--- src/rtl/lpe_pkg.sv ---
`timescale 1ns / 1ps

package lpe_pkg;

    // array geometry
    localparam int NUM_SENSORS    = 6;
    localparam int SENSOR_SPACING = 1000;
    localparam int FIELD_COUNT    = 6;

    // widths of the datapath
    localparam int RD_W     = 10;
    localparam int POS_W    = 13;
    localparam int POS_MAX  = 8191;
    localparam int READ_MAX = 1023;
    localparam int SPAN     = (NUM_SENSORS - 1) * SENSOR_SPACING;
    localparam int CENTER   = SPAN / 2;
    localparam int QUOT_W   = $clog2(SPAN + 1);
    localparam int PLAIN_W  = $clog2(NUM_SENSORS * READ_MAX + 1);
    localparam int WSUM_W   =
        $clog2(READ_MAX * SENSOR_SPACING * (NUM_SENSORS * (NUM_SENSORS - 1) / 2) + 1);
    localparam int STEP_W   = $clog2(NUM_SENSORS);
    localparam int CMP_W    = (QUOT_W > POS_W) ? QUOT_W : POS_W;
    localparam int RIGHT_POS = (SPAN > POS_MAX) ? POS_MAX : SPAN;

    // configuration port
    localparam int CFG_IDX_W = 8;

    localparam logic [CFG_IDX_W-1:0] CFG_NOISE_THRESHOLD = CFG_IDX_W'(0);
    localparam logic [CFG_IDX_W-1:0] CFG_LINE_THRESHOLD  = CFG_IDX_W'(1);

    localparam logic [RD_W-1:0] NOISE_RESET = RD_W'(200);
    localparam logic [RD_W-1:0] LINE_RESET  = RD_W'(500);

    typedef struct packed {
        logic [RD_W-1:0] sensor_0;
        logic [RD_W-1:0] sensor_1;
        logic [RD_W-1:0] sensor_2;
        logic [RD_W-1:0] sensor_3;
        logic [RD_W-1:0] sensor_4;
        logic [RD_W-1:0] sensor_5;
    } sample_t;

    typedef struct packed {
        logic [POS_W-1:0] position;
        logic             line_seen;
    } result_t;

    typedef enum logic [2:0] {
        ST_IDLE,
        ST_ACCUM,
        ST_CHECK,
        ST_DIVIDE,
        ST_FINISH
    } state_t;

endpackage

--- src/rtl/line_position_estimator.sv ---
`timescale 1ns / 1ps

// Line position estimator for a reflectance sensor array. Each request carries one 10-bit
// reading per sensor; readings above noise_threshold build a plain sum and a sum weighted by
// sensor index times the sensor spacing, and their truncated quotient is the line position
// (0 under sensor 0, 1000 per sensor step). If no reading exceeds line_threshold, or the
// plain sum is zero, the result is a fallback of 0 or the rightmost position, chosen by the
// last computed position, with line_seen low. A request makes a multiply-accumulate pass,
// one sensor per cycle on a single multiplier, then runs a restoring divider with one
// quotient bit per cycle (13 bits), plus sequencing states; a line-lost request skips the
// divider. sample_ready is high only while idle. A finished result waits in an output
// register, so the next request is taken while it is pending. Configuration is written
// through cfg_index / cfg_data; cfg_ready is always high and writes to unknown indices
// are dropped.

module line_position_estimator (
    input  logic                              clk,
    input  logic                              rst_n,
    input  logic                              sample_valid,
    output logic                              sample_ready,
    input  lpe_pkg::sample_t                  sample,
    output logic                              result_valid,
    input  logic                              result_ready,
    output lpe_pkg::result_t                  result,
    input  logic                              cfg_valid,
    output logic                              cfg_ready,
    input  logic [lpe_pkg::CFG_IDX_W-1:0]     cfg_index,
    input  logic [lpe_pkg::RD_W-1:0]          cfg_data
);

    lpe_pkg::state_t                  state_reg;
    lpe_pkg::state_t                  state_next;

    logic [lpe_pkg::RD_W-1:0]         noise_reg;
    logic [lpe_pkg::RD_W-1:0]         line_reg;
    logic [lpe_pkg::POS_W-1:0]        last_pos_reg;

    logic [lpe_pkg::RD_W-1:0]         sample_reg [lpe_pkg::FIELD_COUNT];
    logic [lpe_pkg::STEP_W-1:0]       step_reg;
    logic [lpe_pkg::QUOT_W-1:0]       weight_reg;
    logic [lpe_pkg::WSUM_W-1:0]       wsum_reg;
    logic [lpe_pkg::WSUM_W-1:0]       wsum_next;
    logic [lpe_pkg::PLAIN_W-1:0]      plain_reg;
    logic [lpe_pkg::PLAIN_W-1:0]      plain_next;
    logic                             seen_reg;
    logic                             fallback_reg;

    lpe_pkg::result_t                 result_reg;
    lpe_pkg::result_t                 result_next;
    logic                             result_valid_reg;

    logic                             accept;
    logic                             accum_en;
    logic                             check_en;
    logic                             div_start;
    logic                             finish_load;
    logic                             last_step;
    logic                             fallback;
    logic [lpe_pkg::RD_W-1:0]         reading;
    logic                             counts;
    logic [lpe_pkg::RD_W+lpe_pkg::QUOT_W-1:0] product;

    logic                             div_done;
    logic [lpe_pkg::QUOT_W-1:0]       quotient;
    logic [lpe_pkg::CMP_W-1:0]        quot_ext;
    logic [lpe_pkg::POS_W-1:0]        quot_pos;
    logic [lpe_pkg::POS_W-1:0]        fallback_pos;

    assign cfg_ready = 1'b1;
    assign accept    = sample_valid && sample_ready;
    assign last_step = (step_reg == lpe_pkg::STEP_W'(lpe_pkg::NUM_SENSORS - 1));
    assign fallback  = !seen_reg || (plain_reg == '0);

    // next state
    always_comb
    begin
        state_next = state_reg;
        unique case (state_reg)
            lpe_pkg::ST_IDLE:
                if (sample_valid)
                    state_next = lpe_pkg::ST_ACCUM;
            lpe_pkg::ST_ACCUM:
                if (last_step)
                    state_next = lpe_pkg::ST_CHECK;
            lpe_pkg::ST_CHECK:
                state_next = fallback ? lpe_pkg::ST_FINISH : lpe_pkg::ST_DIVIDE;
            lpe_pkg::ST_DIVIDE:
                if (div_done)
                    state_next = lpe_pkg::ST_FINISH;
            lpe_pkg::ST_FINISH:
                if (!result_valid_reg || result_ready)
                    state_next = lpe_pkg::ST_IDLE;
            default:
                state_next = lpe_pkg::ST_IDLE;
        endcase
    end

    // state outputs
    always_comb
    begin
        sample_ready = 1'b0;
        accum_en     = 1'b0;
        check_en     = 1'b0;
        div_start    = 1'b0;
        finish_load  = 1'b0;
        unique case (state_reg)
            lpe_pkg::ST_IDLE:   sample_ready = 1'b1;
            lpe_pkg::ST_ACCUM:  accum_en     = 1'b1;
            lpe_pkg::ST_CHECK:
            begin
                check_en  = 1'b1;
                div_start = !fallback;
            end
            lpe_pkg::ST_DIVIDE: ;
            lpe_pkg::ST_FINISH: finish_load = !result_valid_reg || result_ready;
            default: ;
        endcase
    end

    // shared multiply-accumulate, one sensor per cycle from the bottom of the shift line
    always_comb
    begin
        reading    = sample_reg[0];
        counts     = (reading > noise_reg);
        product    = reading * weight_reg;
        wsum_next  = counts ? wsum_reg + lpe_pkg::WSUM_W'(product) : wsum_reg;
        plain_next = counts ? plain_reg + lpe_pkg::PLAIN_W'(reading) : plain_reg;
    end

    // result formatting
    always_comb
    begin
        quot_ext = lpe_pkg::CMP_W'(quotient);
        if (quot_ext > lpe_pkg::CMP_W'(lpe_pkg::POS_MAX))
            quot_pos = lpe_pkg::POS_W'(lpe_pkg::POS_MAX);
        else
            quot_pos = quot_ext[lpe_pkg::POS_W-1:0];

        if (lpe_pkg::CMP_W'(last_pos_reg) < lpe_pkg::CMP_W'(lpe_pkg::CENTER))
            fallback_pos = '0;
        else
            fallback_pos = lpe_pkg::POS_W'(lpe_pkg::RIGHT_POS);

        if (fallback_reg)
        begin
            result_next.position  = fallback_pos;
            result_next.line_seen = 1'b0;
        end
        else
        begin
            result_next.position  = quot_pos;
            result_next.line_seen = 1'b1;
        end
    end

    always_ff @(posedge clk or negedge rst_n)
    begin
        if (!rst_n)
        begin
            state_reg        <= lpe_pkg::ST_IDLE;
            noise_reg        <= lpe_pkg::NOISE_RESET;
            line_reg         <= lpe_pkg::LINE_RESET;
            last_pos_reg     <= '0;
            result_valid_reg <= 1'b0;
            step_reg         <= '0;
        end
        else
        begin
            state_reg <= state_next;

            if (cfg_valid && cfg_ready)
            begin
                unique case (cfg_index)
                    lpe_pkg::CFG_NOISE_THRESHOLD: noise_reg <= cfg_data;
                    lpe_pkg::CFG_LINE_THRESHOLD:  line_reg  <= cfg_data;
                    default: ;
                endcase
            end

            if (accept)
                step_reg <= '0;
            else if (accum_en)
                step_reg <= step_reg + lpe_pkg::STEP_W'(1);

            if (finish_load)
                result_valid_reg <= 1'b1;
            else if (result_ready)
                result_valid_reg <= 1'b0;

            if (finish_load && !fallback_reg)
                last_pos_reg <= quot_pos;
        end
    end

    always_ff @(posedge clk)
    begin
        if (accept)
        begin
            sample_reg[0] <= sample.sensor_0;
            sample_reg[1] <= sample.sensor_1;
            sample_reg[2] <= sample.sensor_2;
            sample_reg[3] <= sample.sensor_3;
            sample_reg[4] <= sample.sensor_4;
            sample_reg[5] <= sample.sensor_5;
            weight_reg    <= '0;
            wsum_reg      <= '0;
            plain_reg     <= '0;
            seen_reg      <= 1'b0;
        end
        else if (accum_en)
        begin
            // sensors past the last field shift in as zero
            for (int i = 0; i < lpe_pkg::FIELD_COUNT - 1; i++)
                sample_reg[i] <= sample_reg[i+1];
            sample_reg[lpe_pkg::FIELD_COUNT-1] <= '0;
            weight_reg <= weight_reg + lpe_pkg::QUOT_W'(lpe_pkg::SENSOR_SPACING);
            wsum_reg   <= wsum_next;
            plain_reg  <= plain_next;
            if (reading > line_reg)
                seen_reg <= 1'b1;
        end

        if (check_en)
            fallback_reg <= fallback;

        if (finish_load)
            result_reg <= result_next;
    end

    lpe_divider u_divider (
        .clk      (clk),
        .rst_n    (rst_n),
        .start    (div_start),
        .dividend (wsum_reg),
        .divisor  (plain_reg),
        .done     (div_done),
        .quotient (quotient)
    );

    assign result_valid = result_valid_reg;
    assign result       = result_reg;

endmodule

--- src/rtl/lpe_divider.sv ---
`timescale 1ns / 1ps

module lpe_divider (
    input  logic                             clk,
    input  logic                             rst_n,
    input  logic                             start,
    input  logic [lpe_pkg::WSUM_W-1:0]       dividend,
    input  logic [lpe_pkg::PLAIN_W-1:0]      divisor,
    output logic                             done,
    output logic [lpe_pkg::QUOT_W-1:0]       quotient
);

    localparam int CNT_W = $clog2(lpe_pkg::QUOT_W + 1);

    logic                           busy_reg;
    logic                           done_reg;
    logic [CNT_W-1:0]               count_reg;
    logic [lpe_pkg::PLAIN_W-1:0]    rem_reg;
    logic [lpe_pkg::PLAIN_W-1:0]    rem_next;
    logic [lpe_pkg::QUOT_W-1:0]     quot_reg;
    logic [lpe_pkg::QUOT_W-1:0]     quot_next;
    logic [lpe_pkg::PLAIN_W:0]      shifted;
    logic [lpe_pkg::PLAIN_W:0]      diff;
    logic                           fits;

    // one restoring step: quotient bit enters at the bottom as dividend bits leave the top
    always_comb
    begin
        shifted   = {rem_reg, quot_reg[lpe_pkg::QUOT_W-1]};
        diff      = shifted - {1'b0, divisor};
        fits      = (shifted >= {1'b0, divisor});
        rem_next  = fits ? diff[lpe_pkg::PLAIN_W-1:0] : shifted[lpe_pkg::PLAIN_W-1:0];
        quot_next = {quot_reg[lpe_pkg::QUOT_W-2:0], fits};
    end

    always_ff @(posedge clk or negedge rst_n)
    begin
        if (!rst_n)
        begin
            busy_reg  <= 1'b0;
            done_reg  <= 1'b0;
            count_reg <= '0;
        end
        else
        begin
            done_reg <= 1'b0;
            if (start)
            begin
                busy_reg  <= 1'b1;
                count_reg <= '0;
            end
            else if (busy_reg)
            begin
                count_reg <= count_reg + CNT_W'(1);
                if (count_reg == CNT_W'(lpe_pkg::QUOT_W - 1))
                begin
                    busy_reg <= 1'b0;
                    done_reg <= 1'b1;
                end
            end
        end
    end

    // high part of the dividend is already below the divisor, since the quotient fits QUOT_W
    always_ff @(posedge clk)
    begin
        if (start)
        begin
            rem_reg  <= lpe_pkg::PLAIN_W'(dividend >> lpe_pkg::QUOT_W);
            quot_reg <= dividend[lpe_pkg::QUOT_W-1:0];
        end
        else if (busy_reg)
        begin
            rem_reg  <= rem_next;
            quot_reg <= quot_next;
        end
    end

    assign done     = done_reg;
    assign quotient = quot_reg;

endmodule

--- config.mk ---
export PLATFORM = sky130hd
export DESIGN_NAME = line_position_estimator
export DESIGN_NICKNAME = d
export VERILOG_FILES = /design/src/rtl/lpe_pkg.sv /design/src/rtl/line_position_estimator.sv /design/src/rtl/lpe_divider.sv
export SDC_FILE = /design/constraint.sdc
export NUM_CORES = 1
export LEC_CHECK = 0
export BUFFER_PORTS_ARGS = -buffer_cell sky130_fd_sc_hd__buf_2
export CORE_ASPECT_RATIO = 0.8
export CORE_UTILIZATION = 50
export CTS_CLUSTER_DIAMETER = 50
export DETAILED_ROUTE_END_ITERATION = 10
export GPL_ROUTABILITY_DRIVEN = 0
export PLACE_DENSITY = 0.65
export SLEW_MARGIN = 20
export SYNTH_ARGS = -nofsm -noshare
export SYNTH_HDL_FRONTEND = slang
export SYNTH_SLANG_ARGS = --single-unit
--- constraint.sdc ---
create_clock -name clk -period 5.63 [get_ports clk]
set_input_delay 0.2815 -clock clk [delete_from_list [all_inputs] [get_ports clk]]
set_output_delay 0.2815 -clock clk [all_outputs]
set_load 0.05 [all_outputs]
After elaboration in Yosys (flattened, before gate mapping)

Memories as Yosys holds them, arrays and structs flattened.
Cells that the tools add are included.

$add $sub $neg: 6
Multiply operators: 1
Divide/modulo/power cells: 0
Order comparisons: 5
Equal/unequal tests: 11
Shifts and indexed selects: 0
Mux-type cells: 42
Bitwise gates (word level): 6
Reduce and logical (&&, ||, !) cells: 19

Operators by type and width:

| operator               | number |
|---|---|
| $mux 13                | 5 |
| $mux 10                | 6 |
| $add 24x23->24         | 1 |
| $mul 10x13->23         | 1 |
| $mux 11                | 2 |
| $mux 3                 | 7 |
| $gt 10x10->1           | 2 |
| $mux 1                 | 18 |
| $pmux 3 s5             | 1 |
| $ge 14x13->1           | 1 |
| $mux 14                | 1 |
| $add 13x10->13         | 1 |
| $add 13x10->13 const B | 1 |
| $gt 13x13->1 const B   | 1 |
| $logic_not 13->1       | 1 |
| $lt 13x12->1 const B   | 1 |
| $sub 13x13->13         | 1 |
| $eq 8x1->1 const B     | 1 |
| $logic_not 8->1        | 1 |
| $mux 4                 | 2 |
| $reduce_and 2->1       | 4 |
| $eq 3x2->1 const B     | 2 |
| $eq 3x3->1 const B     | 2 |
| $ne 2x2->1 const B     | 3 |
| other kinds (12)       | 24 |

Bits in registers: 138
Bits in latches: 0
RAM bits: 60
Memory bits (read-only): 0
Output and inout bits: 17
Word-level logic and storage cells: 110
Memories: 1

Memories:

| memory     | words | width | read ports | clocked after memory_dff | wr ports | line                          | text |
|---|---|---|---|---|---|---|---|
| sample_reg | 6     | 10    | 6          | 0                        | 6        | line_position_estimator.sv:38 | `logic [lpe_pkg::RD_W-1:0] sample_reg [lpe_pkg::FIELD_COUNT];` |

Logic depth before layout (Yosys ltp)

Gate-level depths: netlist of the first run.

Depth in word-level cells: 6
Gate-level depth with buffers: 20
Mapped depth without buffers: 19

By module

A second synthesis of the first run with hierarchy kept.

Cells, all modules: 1396
Area, all modules: 13480.4 um^2

Modules (own cells, without submodules):

| module                  | times used | cells an instance | area each (um^2) |
|---|---|---|---|
| line_position_estimator | 1          | 1181              | 11259.5 |
| lpe_divider             | 1          | 215               | 2220.9 |

Worst setup path before layout of the first run

Ideal clock, no wire load.

Kind: reg2reg
Start: mem sample_reg[0][9] (netlist name)
End: reg wsum_reg[20] (netlist name)
Arrival time: 4.953 ns
Path slack: 0.561 ns
Stages on the path, launching flop included: 18
Path buffers: 0
Clock period less this slack: 5.069 ns
Path through: edfxtp_1 > and2_1 > fa_1 > inv_1 > fa_1 > inv_1 > fa_1 > fa_1 > inv_1 > fa_1 > inv_1 > ha_1 > and3_1 > a221oi_1 > o21ai_0 > a221oi_1 > mux2i_1 > nor2_1

RTL lines:

| item                   | line                           | text |
|---|---|---|
| start: declaration     | line_position_estimator.sv:38  |  |
| end signal: assignment | line_position_estimator.sv:217 | `wsum_reg <= wsum_next;` |
| end: declaration       | line_position_estimator.sv:41  | `logic [lpe_pkg::WSUM_W-1:0] wsum_reg;` |

==> impl_metrics.json, run 1 <==
{
  "viasPerCell": 5.22,
  "max_freq_mhz": 187,
  "drive_above_1_share_pct": 13.4,
  "cts_inserted_buffers": 17,
  "gr-total-overflow": 0,
  "vias": 9752,
  "drt_iter0_drc": 688,
  "worst-setup-path-type": "reg -> reg",
  "drc": 0,
  "ant_nets": 0,
  "synth_area_leaders": "edfxtp_1, fa_1, ha_1",
  "cap_violations": 0,
  "layout.nets": 1769,
  "yosys_warnings": 0,
  "synth_commonest_cells": "nand2_1, inv_1, ha_1, edfxtp_1, fa_1",
  "setup_viol": 0,
  "grt_pass1_wl_um": 48000,
  "n_antenna_cell": 0,
  "core_area_um2": 26300,
  "yosysMostFrequentCell": "nand2_1",
  "rsz0062_at_grt": "false",
  "crit_arrival_ns": 5.64,
  "wirelength_um": 28800,
  "antenna_found_initial": 0,
  "critPathCaptureType": "flop",
  "critPathRequiredTime_ns": 5.93,
  "hpwlAfterDp_um": 21600,
  "dpl.cell_count": 1834,
  "num_rows": 53,
  "cts_buffer_depth": 2,
  "port_buffers": 98,
  "synth_edf_count": 99,
  "postCtsSetupRepairBufs": 0,
  "path_clk_slew_ns": 0.08,
  "max_slew_margin_pct": 40.9,
  "cts.sinks": 190,
  "fp.dieW_um": 185,
  "root_buffer": "clkbuf_16",
  "slew_violations": 0,
  "ys_types": 70,
  "fin_skew_ns": 0.0137,
  "drtPass1Iterations": 5,
  "io_pins": 100,
  "hp-class": "in -> reg",
  "worst_pin_slew_ns": 0.886,
  "synth_area_per_cell_um2": 9.50,
  "fin_crit_sh_pct": 94.9,
  "track_usage_pct": 22.6,
  "wl_per_cell_um": 15.4,
  "multi_input_area_um2": 7480,
  "postSynthCellCount": 1410,
  "ff_latch_area_um2": 5030,
  "yosysSeqAreaShare_pct": 37.5,
  "yosys_most_used_dff": "edfxtp_1",
  "synth.largest_area_cell": "edfxtp_1",
  "hold_viol_final": 0,
  "cp-start-kind": "flop",
  "die_h_um": 148,
  "fin_setup_tns_ns": 0,
  "synth_nets": 1682,
  "status": "completed",
  "first_global_vias": 9482,
  "grt_max_degree": 70,
  "clock_latency_ns": 0.45,
  "syn_area_um2": 13400,
  "critPathMaxFanout": 11,
  "async_flop_share_pct": 23.2,
  "htreeDepth": 4,
  "start_util_pct": 51.0,
  "syn2layout_area_growth_pct": 11.2,
  "largest_reg_flops": 60,
  "layoutNonFillerInstCount": 1867,
  "cts_tree": "built",
  "dieArea_um2": 27400,
  "synth-seq-cells": 190,
  "n_fill_cell": 2338,
  "post-route-min-period_ns": 5.34,
  "synth_top_area_share_pct": 22.2
}
kinds of logic after synthesis:
kind of cell             Yosys count  synth area share (%)
AO/OA/AOI/OAI                    173                  8.33
XOR/XNOR                          43                  2.81
adder cells (fa/ha/maj)          189                  22.4
buffers and inverters            230                  6.71
flip-flops                       190                  37.5
multiplexers                      53                  4.19
other                              1                0.0280
AND/OR/NAND/NOR                  531                  18.0
area by class of cell:
cell class	count	area share, %
tap	357	3.00
sequential	190	33.8
clock inverter	14	0.958
clock buffer	18	3.03
multi-input combinational	990	50.2
inverter	175	4.41
timing repair buffer	123	4.59
placed cells by master (no fill, tap or decap), drive strengths merged, types with 6 or more instances in the layout:
master and count:
nor3 12, inv 181, xnor2 28, dfstp 9, clkbuf 18, nand2 281
o21ai 48, nand4 13, a211oi 6, dfxtp 47, buf 122, mux2 24
ha 105, and2 69, dfrtp 35, edfxtp 99, a21o 17, fa 84
a21oi 54, clkinv 7, nand2b 12, nor2b 17, a31oi 10, mux2i 29
nor2 83, nand3 16, xor2 15, nor4 7
final timing paths:
kind,depth (start not counted),end,startpoint,slack [ns]
min in group asynchronous,2,noise_reg[8],rst_n,0.37
worst max register to register,16,wsum_reg[18],sample_reg[0][2],0.29
worst max-delay path,16,wsum_reg[18],sample_reg[0][2],0.29
worst min register to register,1,wsum_reg[23],wsum_reg[23],0.50
max in group asynchronous,2,last_pos_reg[11],rst_n,4.84
worst min-delay path,3,noise_reg[4],cfg_data[4],0.05
critical path: stages, from the launching register on:
cell	delay [ns]
edfxtp_1	0.68
nand2_1	0.15
fa_1	0.53
inv_1	0.05
fa_1	0.52
fa_1	0.45
fa_1	0.54
inv_1	0.05
fa_1	0.52
inv_1	0.04
ha_1	0.37
nand2_1	0.15
a211o_1	0.34
a31oi_1	0.35
a41oi_1	0.19
xor2_1	0.16
mux2i_1	0.08
layer usage:
metal  vias up  GRT usage, %  share of wire [%]
li1       4791             -                  -
met4         0          5.33                1.3
met2       242          36.4                 46
met1      4693          31.9                 48
met5         -             0                  0
met3        26          3.84                5.1
through the flow:
step	hold WS (ns)	cell area [µm²]	util, %	setup WS, ns
6_report	0.0494	14900	56.7	0.289
3_5_place_dp	0.487	14300	54.4	0.284
3_3_place_gp	0.469	14300	54.4	0.352
5_1_grt	0.0428	14900	56.7	0.0385
2_1_floorplan	-0.0141	13400	-	0.561
4_1_cts	0.0186	14900	56.6	0.261
timing repair:
action                     in CTS  in global routing
setup endpoints to repair       0                  3
hold buffers                    0                  1
hold endpoints to repair        0                 35
gates resized for setup         0                  3
Power of run 1 is left out: the tool's default activity adds up to more than one toggle a clock period on the data nets, which glitch-free logic cannot reach.
==> run 2, diff against run 1 <==
--- a/config.mk
+++ b/config.mk
@@ -6,9 +6,7 @@
 export NUM_CORES = 1
 export LEC_CHECK = 0
 export BUFFER_PORTS_ARGS = -buffer_cell sky130_fd_sc_hd__buf_2
-export CORE_ASPECT_RATIO = 0.8
 export CORE_UTILIZATION = 50
-export CTS_CLUSTER_DIAMETER = 50
 export DETAILED_ROUTE_END_ITERATION = 10
 export GPL_ROUTABILITY_DRIVEN = 0
 export PLACE_DENSITY = 0.65
==> impl_metrics.json, run 2 (synthesized netlist as in run 1, its figures left out) <==
{
  "final_cell_mix": "nand2_1, inv_1, ha_1",
  "slew_violations": 0,
  "track_usage_pct": 22.1,
  "start_util_pct": 51.2,
  "vias": 9629,
  "path_depth": 17,
  "fp.dieW_um": 166,
  "slowest_stage": "fa_1",
  "max_freq_mhz": 189,
  "crit_chain": "and2_1, fa_1, inv_1, fa_1, inv_1, fa_1, fa_1, inv_1, fa_1, inv_1, ha_1, and3_1, a221oi_1, o21ai_0, a221oi_1, mux2i_1, nor2_1",
  "path_delay_family": "adder cells",
  "cts_buffer_depth": 2,
  "root_buffer": "clkbuf_16",
  "cp-start-kind": "flop",
  "wirelength_um": 28900,
  "max_slew_margin_pct": 36.8,
  "n_antenna_cell": 0,
  "dpl.cell_count": 1809,
  "path_clk_slew_ns": 0.08,
  "path_common_cell": "fa_1",
  "core_area_um2": 26100,
  "fin_crit_sh_pct": 94.2,
  "worst_pin_slew_ns": 0.947,
  "holdPathStages": 3,
  "drt_iter0_drc": 493,
  "clock_latency_ns": 0.44,
  "status": "completed",
  "grt_pass1_wl_um": 48600,
  "stdcell_area_um2": 14800,
  "hpwlAfterDp_um": 21800,
  "layout_commonest_cell": "nand2_1",
  "cts_tree": "built",
  "drc": 0,
  "htreeDepth": 4,
  "critPathRequiredTime_ns": 5.97,
  "drive_above_1_share_pct": 13.3,
  "antenna_found_initial": 1,
  "dieArea_um2": 27400,
  "critPathCaptureType": "flop",
  "setup_viol": 0,
  "layout.nets": 1767,
  "cap_violations": 0,
  "drtPass1Iterations": 5,
  "crit_buf_inv": 4,
  "gr-total-overflow": 0,
  "worst-setup-path-type": "reg -> reg",
  "syn2layout_area_growth_pct": 10.8,
  "io_pins": 100,
  "ant_nets": 0,
  "fin_skew_ns": 0.0137,
  "hp-class": "in -> reg",
  "post-route-min-period_ns": 5.30,
  "n_fill_cell": 2374,
  "die_h_um": 166,
  "viasPerCell": 5.22,
  "rsz0062_at_grt": "false",
  "cpPeakStageDelay_ns": 0.52,
  "largest_reg_flops": 60,
  "fin_setup_tns_ns": 0,
  "port_buffers": 98,
  "dpl_cell_area_um2": 14200,
  "wl_per_cell_um": 15.7,
  "layoutNonFillerInstCount": 1843,
  "num_rows": 59,
  "cts_inserted_buffers": 17,
  "cts.sinks": 190,
  "first_global_vias": 9742,
  "critPathMaxFanout": 9,
  "grt_max_degree": 70,
  "crit_arrival_ns": 5.64,
  "hold_viol_final": 0,
  "rr_worst_depth": 17
}
-- run 2: cell types whose count changed in the layout (fill, tap and decap cells not counted), sizes merged --
cell / delta
inv: -1
clkinv: +2
clkbuf: -1
buf: -2
-- run 2: path summary, 6_finish.rpt --
check                           slack [ns]              from                     end
worst min register to register        0.49      wsum_reg[23]            wsum_reg[23]
worst max-delay path                  0.33  sample_reg[0][7]            wsum_reg[20]
max in group asynchronous             4.85             rst_n            noise_reg[7]
worst max register to register        0.33  sample_reg[0][7]            wsum_reg[20]
min in group asynchronous             0.37             rst_n  u_divider.count_reg[2]
worst min-delay path                  0.05       cfg_data[4]            noise_reg[4]
-- run 2: metal layers --
metal | up-vias | wire [µm] | global-route usage, %
li1 | 4808 | - | -
met1 | 4576 | 13500 | 29.5
met2 | 202 | 13500 | 37.2
met3 | 41 | 1270 | 3.87
met4 | 2 | 535 | 6.10
met5 | - | 16 | 0
-- run 2: final cells by class --
type / count / area (µm²) / area share (%)
clock inverters: 15 / 158 / 1.06
clock buffers: 17 / 425 / 2.87
repair buffers: 121 / 668 / 4.50
flip-flops and latches: 190 / 5030 / 33.9
multi-input cells: 990 / 7480 / 50.4
inverters: 175 / 657 / 4.43
well taps: 335 / 419 / 2.82
-- run 2: through the flow --
step / util (%) / setup slack, ns / hold slack, ns
floorplan: - / 0.561 / -0.0141
global placement: 54.4 / 0.396 / 0.462
detailed placement: 54.5 / 0.308 / 0.475
CTS: 56.7 / 0.282 / 0.0402
global route: 56.8 / 0.00363 / 0.0639
finish: 56.8 / 0.328 / 0.0539
-- run 2: tightest hold or removal path, cell delays in order --
cell	delay, ns
buf_2	0.09
nand2_1	0.04
o21ai_0	0.06
-- run 2: what timing repair did --
item,CTS,global route
hold buffers,0,1
resized for setup,0,1
setup endpoints to repair,0,1
hold endpoints to repair,0,35
setup buffers,0,1
Power of run 2 is left out for the same reason.
